**config.mk**
```make
export PLATFORM = sky130hd
export DESIGN_NAME = bootloader_frame_parser_flat
export DESIGN_NICKNAME = d
export VERILOG_FILES = /design/src/hw/rtl/bfp_pkg.sv /design/src/hw/rtl/bfp_if.sv /design/src/hw/rtl/bootloader_frame_parser.sv /design/src/flat_wrapper.sv
export SDC_FILE = /design/constraint.sdc
export NUM_CORES = 1
export LEC_CHECK = 0
export CELL_PAD_IN_SITES_DETAIL_PLACEMENT = 0
export CELL_PAD_IN_SITES_GLOBAL_PLACEMENT = 1
export CORE_MARGIN = 1.5
export CORE_UTILIZATION = 45
export DETAILED_ROUTE_END_ITERATION = 12
export DONT_BUFFER_PORTS = 1
export GPL_TIMING_DRIVEN = 0
export MAX_ROUTING_LAYER = met4
export PLACE_DENSITY_LB_ADDON = 0.25
export SLEW_MARGIN = 20
export SYNTH_ARGS = -nofsm -noshare
export SYNTH_HDL_FRONTEND = slang
export SYNTH_SLANG_ARGS = --single-unit
```
**constraint.sdc**
```tcl
create_clock -name clk -period 2.9 [get_ports clk]
set_input_delay 0.58 -clock clk [delete_from_list [all_inputs] [get_ports clk]]
set_output_delay 0.58 -clock clk [all_outputs]
set_load 0.005 [all_outputs]
```
**src/hw/rtl/bfp_pkg.sv**
```systemverilog
// ----------------------------------------------------------------------------
// bfp_pkg
// Shared types and constants of the bootloader frame parser.
// ----------------------------------------------------------------------------
`default_nettype none

package bfp_pkg;

	localparam int unsigned BYTE_W  = 8;
	localparam int unsigned KIND_W  = 2;
	localparam int unsigned CFG_IDX_W = 2;

	typedef logic [BYTE_W-1:0] byte_t;
	typedef logic [KIND_W-1:0] kind_t;
	typedef logic [CFG_IDX_W-1:0] cfg_idx_t;

	localparam kind_t KIND_NONE    = 2'd0;
	localparam kind_t KIND_PAYLOAD = 2'd1;
	localparam kind_t KIND_DONE    = 2'd2;

	localparam cfg_idx_t CFG_HEAD      = 2'd0;
	localparam cfg_idx_t CFG_TAIL      = 2'd1;
	localparam cfg_idx_t CFG_SLAVE     = 2'd2;
	localparam cfg_idx_t CFG_MAX_CMD   = 2'd3;

	localparam byte_t HEAD_RST    = 8'h00;
	localparam byte_t TAIL_RST    = 8'h00;
	localparam byte_t SLAVE_RST   = 8'h00;
	localparam byte_t MAX_CMD_RST = 8'h04;

	localparam byte_t CHECK_BYTE   = 8'hFF;
	localparam byte_t LEN_OVERHEAD = 8'd3;

endpackage

`default_nettype wire

```
**src/hw/rtl/bfp_if.sv**
```systemverilog
// ----------------------------------------------------------------------------
// bfp_rx_if / bfp_res_if
// Valid/ready channels: received bytes in, parser results out.
// ----------------------------------------------------------------------------
`default_nettype none

interface bfp_rx_if;
	logic          valid;
	logic          ready;
	bfp_pkg::byte_t rx_byte;

	modport source (output valid, output rx_byte, input ready);
	modport sink   (input valid, input rx_byte, output ready);
endinterface

interface bfp_res_if;
	logic           valid;
	logic           ready;
	bfp_pkg::kind_t kind;
	bfp_pkg::byte_t data_byte;
	bfp_pkg::byte_t byte_index;
	bfp_pkg::byte_t command;
	bfp_pkg::byte_t payload_len;

	modport source (output valid, output kind, output data_byte, output byte_index,
		output command, output payload_len, input ready);
	modport sink   (input valid, input kind, input data_byte, input byte_index,
		input command, input payload_len, output ready);
endinterface

`default_nettype wire

```
**src/hw/rtl/bootloader_frame_parser.sv**
```systemverilog
// ----------------------------------------------------------------------------
// bootloader_frame_parser
// Byte-serial recognizer of bootloader frames with streamed payload.
// ----------------------------------------------------------------------------
// Takes one received byte per cycle and returns exactly one result per byte:
// nothing, a payload byte with its index, or a frame-complete report with
// command and payload length. The byte is captured in the input stage, and
// the frame state and result register update from it as it moves on to the
// result stage. Throughput is one byte per cycle while the result side takes
// a result per cycle; rx.ready drops only while both stages hold unread data.
// Configuration writes are expected only while the parser is idle.
`default_nettype none

module bootloader_frame_parser (
	input  wire                    clk,
	input  wire                    arst_n,
	input  wire                    cfg_we,
	input  bfp_pkg::cfg_idx_t      cfg_index,
	input  bfp_pkg::byte_t         cfg_data,
	bfp_rx_if.sink                 rx,
	bfp_res_if.source              res
);

	localparam logic [2:0] PH_HEAD   = 3'd0;
	localparam logic [2:0] PH_ADDR   = 3'd1;
	localparam logic [2:0] PH_CMD    = 3'd2;
	localparam logic [2:0] PH_LEN    = 3'd3;
	localparam logic [2:0] PH_DATA   = 3'd4;
	localparam logic [2:0] PH_CHK_HI = 3'd5;
	localparam logic [2:0] PH_CHK_LO = 3'd6;
	localparam logic [2:0] PH_TAIL   = 3'd7;

	bfp_pkg::byte_t head_q, tail_q, slave_q, max_cmd_q;

	logic           v_s1;
	bfp_pkg::byte_t byte_s1;
	logic           v_s2;
	logic           adv_s2;
	logic           adv_s1;

	logic [2:0]     phase_q, phase_d;
	bfp_pkg::byte_t remaining_q, remaining_d;
	bfp_pkg::byte_t count_q, count_d;
	bfp_pkg::byte_t cmd_q, cmd_d;

	bfp_pkg::kind_t kind_d, kind_s2;
	bfp_pkg::byte_t data_d, data_s2;
	bfp_pkg::byte_t idx_d, idx_s2;
	bfp_pkg::byte_t rcmd_d, rcmd_s2;
	bfp_pkg::byte_t plen_d, plen_s2;

	always_ff @(posedge clk or negedge arst_n) begin
		if (!arst_n) begin
			head_q    <= bfp_pkg::HEAD_RST;
			tail_q    <= bfp_pkg::TAIL_RST;
			slave_q   <= bfp_pkg::SLAVE_RST;
			max_cmd_q <= bfp_pkg::MAX_CMD_RST;
		end else if (cfg_we) begin
			unique case (cfg_index)
				bfp_pkg::CFG_HEAD:    head_q    <= cfg_data;
				bfp_pkg::CFG_TAIL:    tail_q    <= cfg_data;
				bfp_pkg::CFG_SLAVE:   slave_q   <= cfg_data;
				bfp_pkg::CFG_MAX_CMD: max_cmd_q <= cfg_data;
				default: ;
			endcase
		end
	end

	assign adv_s2   = !v_s2 || res.ready;
	assign adv_s1   = v_s1 && adv_s2;
	assign rx.ready = !v_s1 || adv_s2;

	always_ff @(posedge clk or negedge arst_n) begin
		if (!arst_n) begin
			v_s1 <= 1'b0;
		end else if (rx.ready) begin
			v_s1 <= rx.valid;
		end
	end

	always_ff @(posedge clk) begin
		if (rx.ready && rx.valid) begin
			byte_s1 <= rx.rx_byte;
		end
	end

	always_comb begin
		phase_d     = phase_q;
		remaining_d = remaining_q;
		count_d     = count_q;
		cmd_d       = cmd_q;
		kind_d      = bfp_pkg::KIND_NONE;
		data_d      = '0;
		idx_d       = '0;
		rcmd_d      = '0;
		plen_d      = '0;
		unique case (phase_q)
			PH_HEAD: begin
				count_d = '0;
				if (byte_s1 == head_q) phase_d = PH_ADDR;
			end
			PH_ADDR: phase_d = (byte_s1 == slave_q) ? PH_CMD : PH_HEAD;
			PH_CMD: begin
				if (byte_s1 <= max_cmd_q) begin
					cmd_d   = byte_s1;
					phase_d = PH_LEN;
				end else begin
					phase_d = PH_HEAD;
				end
			end
			PH_LEN: begin
				remaining_d = byte_s1 - bfp_pkg::LEN_OVERHEAD;
				count_d     = '0;
				phase_d     = (remaining_d != '0) ? PH_DATA : PH_CHK_HI;
			end
			PH_DATA: begin
				if (remaining_q != '0) begin
					kind_d      = bfp_pkg::KIND_PAYLOAD;
					data_d      = byte_s1;
					idx_d       = count_q;
					count_d     = count_q + 8'd1;
					remaining_d = remaining_q - 8'd1;
				end
				if (remaining_d == '0) phase_d = PH_CHK_HI;
			end
			PH_CHK_HI: phase_d = (byte_s1 == bfp_pkg::CHECK_BYTE) ? PH_CHK_LO : PH_HEAD;
			PH_CHK_LO: phase_d = (byte_s1 == bfp_pkg::CHECK_BYTE) ? PH_TAIL : PH_HEAD;
			PH_TAIL: begin
				if (byte_s1 == tail_q) begin
					kind_d = bfp_pkg::KIND_DONE;
					rcmd_d = cmd_q;
					plen_d = count_q;
				end
				phase_d = PH_HEAD;
			end
			default: phase_d = PH_HEAD;
		endcase
	end

	always_ff @(posedge clk or negedge arst_n) begin
		if (!arst_n) begin
			phase_q     <= PH_HEAD;
			remaining_q <= '0;
			count_q     <= '0;
			cmd_q       <= '0;
			v_s2        <= 1'b0;
		end else begin
			if (adv_s1) begin
				phase_q     <= phase_d;
				remaining_q <= remaining_d;
				count_q     <= count_d;
				cmd_q       <= cmd_d;
			end
			if (adv_s2) begin
				v_s2 <= v_s1;
			end
		end
	end

	always_ff @(posedge clk) begin
		if (adv_s1) begin
			kind_s2 <= kind_d;
			data_s2 <= data_d;
			idx_s2  <= idx_d;
			rcmd_s2 <= rcmd_d;
			plen_s2 <= plen_d;
		end
	end

	assign res.valid       = v_s2;
	assign res.kind        = kind_s2;
	assign res.data_byte   = data_s2;
	assign res.byte_index  = idx_s2;
	assign res.command     = rcmd_s2;
	assign res.payload_len = plen_s2;

endmodule

`default_nettype wire

```
**src/flat_wrapper.sv**
```systemverilog
// flat-port wrapper written by rule: the top's interface ports become plain ports
module bootloader_frame_parser_flat 
  (clk, arst_n, cfg_we, cfg_index, cfg_data, rx_valid, rx_rx_byte, rx_ready, res_valid, res_kind, res_data_byte, res_byte_index, res_command, res_payload_len, res_ready);
  bfp_rx_if rx_i ();
  bfp_res_if res_i ();
  input  wire clk;
  input  wire arst_n;
  input  wire cfg_we;
  input  bfp_pkg::cfg_idx_t cfg_index;
  input  bfp_pkg::byte_t cfg_data;
  input wire logic [$bits(rx_i.valid)-1:0] rx_valid;
  input wire logic [$bits(rx_i.rx_byte)-1:0] rx_rx_byte;
  output wire logic [$bits(rx_i.ready)-1:0] rx_ready;
  output wire logic [$bits(res_i.valid)-1:0] res_valid;
  output wire logic [$bits(res_i.kind)-1:0] res_kind;
  output wire logic [$bits(res_i.data_byte)-1:0] res_data_byte;
  output wire logic [$bits(res_i.byte_index)-1:0] res_byte_index;
  output wire logic [$bits(res_i.command)-1:0] res_command;
  output wire logic [$bits(res_i.payload_len)-1:0] res_payload_len;
  input wire logic [$bits(res_i.ready)-1:0] res_ready;
  assign rx_i.valid = rx_valid;
  assign rx_i.rx_byte = rx_rx_byte;
  assign rx_ready = rx_i.ready;
  assign res_valid = res_i.valid;
  assign res_kind = res_i.kind;
  assign res_data_byte = res_i.data_byte;
  assign res_byte_index = res_i.byte_index;
  assign res_command = res_i.command;
  assign res_payload_len = res_i.payload_len;
  assign res_i.ready = res_ready;
  bootloader_frame_parser u_core (.clk(clk), .arst_n(arst_n), .cfg_we(cfg_we), .cfg_index(cfg_index), .cfg_data(cfg_data), .rx(rx_i), .res(res_i));
endmodule
```
Word level (Yosys, flattened, before mapping)
Index checks and enable logic that the tools add are counted.
{ "op_classes": {"n_mux": 16, "reduce_logical": 24, "add_sub_neg": 3, "eq_ne": 17, "order_cmp": 1} }
{ "ops": {"columns": ["operator", "count"], "rows": [
  ["$pmux 8 s2", 2],
  ["$eq 8x8->1", 3],
  ["$mux 8", 3],
  ["$pmux 3 s8", 1],
  ["$reduce_bool 8->1", 2],
  ["$reduce_and 2->1", 7],
  ["$eq 3x3->1 const B", 4],
  ["$mux 3", 4],
  ["$reduce_and 3->1", 3],
  ["$add 8x1->8 const B", 1],
  ["$eq 8x8->1 const B", 1],
  ["$le 8x8->1", 1],
  ["$logic_not 8->1", 1],
  ["$sub 8x1->8 const B", 1],
  ["$sub 8x2->8 const B", 1],
  ["$eq 3x2->1 const B", 2],
  ["$mux 2", 3],
  ["$ne 2x1->1 const B", 3],
  ["$eq 2x2->1 const B", 2],
  ["$pmux 2 s2", 1],
  ["$reduce_bool 2->1", 2],
  ["$eq 3x1->1 const B", 1],
  ["$logic_not 3->1", 1],
  ["$eq 2x1->1 const B", 1],
  ["other kinds (6)", 10]
]} }
{ "word_totals": {"out_inout_bits": 36, "wordCells": 77, "input_bits": 23, "reg_bits": 103} }

Longest topological paths before layout
{ "logic_depth": {"depth_word": 6, "depth_mapped": 9, "depth_no_buf": 8} }

Worst setup path before layout
Ideal clock, no wire load.
{ "synth_timing": {"path_kind": "input to register", "startpoint": "in res_ready", "endpoint": "reg u_core.cmd_q[0]", "t_required_ns": 2.775, "cell_stages": 5, "path_slack_ns": 0.245, "setup_time_ns": 0.125, "arrival_time_ns": 2.530, "n_path_buf": 0, "cell_sequence": "nand2b_1 nand2_1 clkinv_1 nand3_1 mux2_2"} }
{ "synth_between": {"elab_chain_cells": 3} }
{ "synth_lines": {"columns": ["element", "line", "text"], "rows": [
  ["from (decl)", "flat_wrapper.sv:20", "input wire logic [$bits(res_i.ready)-1:0] res_ready;"],
  ["$logic_or 1x1->1", "bootloader_frame_parser.sv:69", "assign adv_s2 = !v_s2 || res.ready;"],
  ["$logic_and 1x1->1", "bootloader_frame_parser.sv:70", "assign adv_s1 = v_s1 && adv_s2;"],
  ["net u_core.adv_s1", "bootloader_frame_parser.sv:39", "logic adv_s1;"],
  ["$reduce_and 3->1 (no line)", null, null],
  ["to (signal assigned)", "bootloader_frame_parser.sv:152", "cmd_q <= cmd_d;"],
  ["to (decl)", "bootloader_frame_parser.sv:44", "bfp_pkg::byte_t cmd_q, cmd_d;"]
]} }
The timed path passes the listed nets, and every way through them passes these cells.
A chain may end at the register's enable or synchronous reset.

Final worst setup path
{ "layout_timing": {"startpoint": "reg u_core.remaining_q[0]", "endpoint": "reg u_core.phase_q[0]"} }
{ "layout_between": {"elab_chain_cells": 6, "word_cells_on_any_way": 7, "classes_between": "add/sub (1); eq/ne (1); mux (2); reduce/logical (3)"} }
{ "layout_lines": {"columns": ["element", "line", "text"], "rows": [
  ["from (decl)", "bootloader_frame_parser.sv:42", "bfp_pkg::byte_t remaining_q, remaining_d;"],
  ["from (signal assigned)", "bootloader_frame_parser.sv:150", "remaining_q <= remaining_d;"],
  ["$sub 8x1->8 or $reduce_bool 8->1 (tied branches)", "bootloader_frame_parser.sv:122, bootloader_frame_parser.sv:117", null],
  ["$mux 8 *", "bootloader_frame_parser.sv:117", "if (remaining_q != '0) begin"],
  ["$mux 8 *", "bootloader_frame_parser.sv:97", "unique case (phase_q)"],
  ["$logic_not 8->1 *", "bootloader_frame_parser.sv:124", "if (remaining_d == '0) phase_d = PH_CHK_HI;"],
  ["$ne 2x1->1 (no line) *", null, null],
  ["$reduce_and 3->1 (no line) *", null, null],
  ["to (signal assigned)", "bootloader_frame_parser.sv:149", "phase_q <= phase_d;"],
  ["to (decl)", "bootloader_frame_parser.sv:41", "logic [2:0] phase_q, phase_d;"]
]} }
Every way passes the cells marked *; elsewhere a longest branch is shown, timed or not. The select of a mux whose other input is x is not followed.

==> impl_metrics.yaml <==
global_routing:
  grt_start_max_net_pins: 61
  grt_pass1_vias: 3058
  track_usage: 0.194
  grt_antenna_before_repair: 0
  grt_remaining_overflow: 0
  grt_pass1_wl_um: 16500
sta:
  hold_viol: 0
  min_period_ns: 2.83
  drv_slew: 0
  worst_slew_pin_slew_ns: 0.720
  fin_setup_tns_ns: 0
  max_freq_ghz: 0.353
  rsz0062_at_grt: "no"
  finalCritPeriodShare: 0.977
  maxSlewHeadroom: 0.518
  setup_viol: 0
  fin_skew_ns: 0.0183
synthesis:
  synth_edf_count: 42
  synth.avg_cell_area_um2: 12.2
  ys_top_cells_by_area: "dfrtp_1, edfxtp_1, mux2_2"
  synth-async-reset-ratio: 0.592
  yosysTopAreaCell: "dfrtp_1"
  synthTopCellsByCount: "dfrtp_1, edfxtp_1, mux2_2"
  synthesis.instances: 403
  synth_top_area_frac: 0.306
  ys_types: 49
  syn_nets: 438
  yosysSeqAreaShare: 0.568
  netlist_area_um2: 4910
  ys.flop_type: "dfrtp_1"
  yosysWarnings: 0
  ys_seq_elements: 103
  synth_most_common_cell: "dfrtp_1"
routing:
  drtIter0Drc: 169
  drcViolationCount: 0
  vias: 3110
  wl_per_cell_um: 18.3
  vias_per_cell: 5.59
  ant_nets: 0
  firstDrtPassIters: 4
  totalWireLength_um: 10200
critical_path:
  setup.worst_path.class: "register to register"
  endpoint_kind: "register"
  cp_data_arrival_time_ns: 3.10
  cp-startpoint: "u_core.remaining_q[0]"
  endpoint: "u_core.phase_q[0]"
  reg2reg_slack_ns: 0.07
  required_ns: 3.17
  path_max_fanout: 8
  reg2reg_depth: 9
  crit_path_start_kind: "register"
  reg2reg_to: "u_core.phase_q[0]"
  reg2reg_from: "u_core.remaining_q[0]"
power:
  vdd_drop_max_uv: 398
  p_clk_frac: 0.288
  power_density_nw_per_um2: 596
  finalPower_mw: 3.18
  p_leak_nw: 2.16
  p_seq_frac: 0.550
  comb_power_share: 0.162
  intPower_mw: 2.25
  power.switching_uw: 934
  p_sw_frac: 0.293
place:
  place_congestion: 0.846
  dpl.hpwl_um: 7130
  io_buffers: 0
  place_area_um2: 5090
cts:
  cts_buffers: 9
  cts_buffer_depth: 2
  tritoncts: "yes"
  post-cts-setup-buffers: 0
  root_buffer: "clkbuf_8"
  insertion_delay_ns: 0.38
  clk_pin_slew_ns: 0.11
  h-tree-depth: 3
  clock-sinks: 103
cells_and_area:
  fin_nets: 450
  register_area_um2: 2790
  multi_input_area_um2: 1990
  drive_above_1_share: 0.160
  design_area_um2: 5340
  antenna_cells: 0
  area_growth_pct: 8.69
  final_util: 0.510
  n_fill_cell: 966
floorplan:
  io_pins: 59
  die_w_um: 107
  initial_utilization: 0.470
  coreArea_um2: 10500
  die_area_um2: 11600
  die_h_um: 107
  num_rows: 37
hold_path:
  hp-class: "primary input to asynchronous set/reset pin"
outcome:
  outcome: "completed"
run:
  drv_cap: 0
stage by stage:
stage	worst slack (ns)	hold slack (ns)	cells
floorplan	0.245	0.284	403
finish	0.0678	0.0352	556
detailed placement	-0.0149	0.287	539
global route	0.0119	0.00720	556
global placement	-0.643	0.287	539
CTS	0.0341	0.0203	556
worst min-delay path by stage:
stage | slack (ns) | startpoint | end | cells after the start
4_1_cts | 0.02 | arst_n | u_core.max_cmd_q[2] | 0
3_3_place_gp | 0.29 | arst_n | u_core.head_q[2] | 0
6_report | 0.04 | arst_n | u_core.max_cmd_q[2] | 0
3_5_place_dp | 0.29 | arst_n | u_core.head_q[2] | 0
5_1_grt | 0.007 | arst_n | u_core.max_cmd_q[2] | 0
2_1_floorplan | 0.28 | arst_n | u_core.cmd_q[0] | 0
cell families after synthesis:
kind of cell / count (synthesis) / share of synthesized area
AND/OR/NAND/NOR: 113 / 0.132
adder cells (fa/ha/maj): 12 / 0.0306
XOR/XNOR: 37 / 0.0660
multiplexers: 43 / 0.0988
flip-flops: 103 / 0.568
AO/OA/AOI/OAI: 58 / 0.0746
buffers and inverters: 37 / 0.0301
critical path, cell delays in order (launching register included):
cell,delay (ns)
dfrtp_1,0.37
clkbuf_2,0.16
inv_1,0.11
ha_4,0.18
or4b_4,0.51
nor3_4,0.17
mux2i_1,0.10
a2111o_1,0.42
a221o_1,0.40
mux2_4,0.30
power groups by stage:
stage | combinational (mW) | sequential, mW | clock (mW)
final | 0.515 | 1.75 | 0.916
after global routing | 0.572 | 1.77 | 0.990
after CTS | 0.513 | 1.75 | 0.943
after detailed placement | 0.486 | 1.79 | 0
after global placement | 0.475 | 1.78 | 0
after floorplan | 0.393 | 1.76 | 0
layout make-up:
cell class              instances  area share
repair buffers                  1     0.00516
clock buffers                   9      0.0232
multi-input cells             263       0.373
inverters                      18      0.0129
clock inverters                 7      0.0162
flip-flops and latches        103       0.522
plain buffers                  19      0.0150
well taps                     136      0.0319
metal layers:
| layer | track usage | part of all wire |
|---|---|---|
| met5 | - | 0 |
| met4 | 0.0536 | 0.012 |
| met2 | 0.319 | 0.49 |
| met1 | 0.240 | 0.45 |
| met3 | 0.0460 | 0.048 |
flip-flops by register name, summed over array words and instances (netlist names):
name                    flops
u_core.res.kind             2
u_core.max_cmd_q            8
u_core.res.byte_index       8
u_core.tail_q               8
u_core.res.data_byte        8
u_core.remaining_q          8
u_core.v_s1                 1
u_core.res.command          8
u_core.cmd_q                8
u_core.res.valid            1
u_core.head_q               8
u_core.slave_q              8
u_core.phase_q              3
u_core.count_q              8
u_core.byte_s1              8
u_core.res.payload_len      8
layout by cell type, fill, tap and decap left out, drive strengths merged, types with 17 or more instances in the layout:
| cell | n |
|---|---|
| and2 | 32 |
| dfrtp | 60 |
| inv | 20 |
| xor2 | 19 |
| edfxtp | 42 |
| o21ai | 17 |
| mux2 | 41 |
| xnor2 | 18 |
| clkbuf | 27 |
| nor2 | 17 |
repair_timing:
item                                    in CTS  in global routing
resized for setup                            1                  1
hold endpoints to repair                    60                  0
endpoints found under the setup margin       1                  1
hold buffers                                 1                  0
Note: power is estimated with default switching activity, not from simulation.
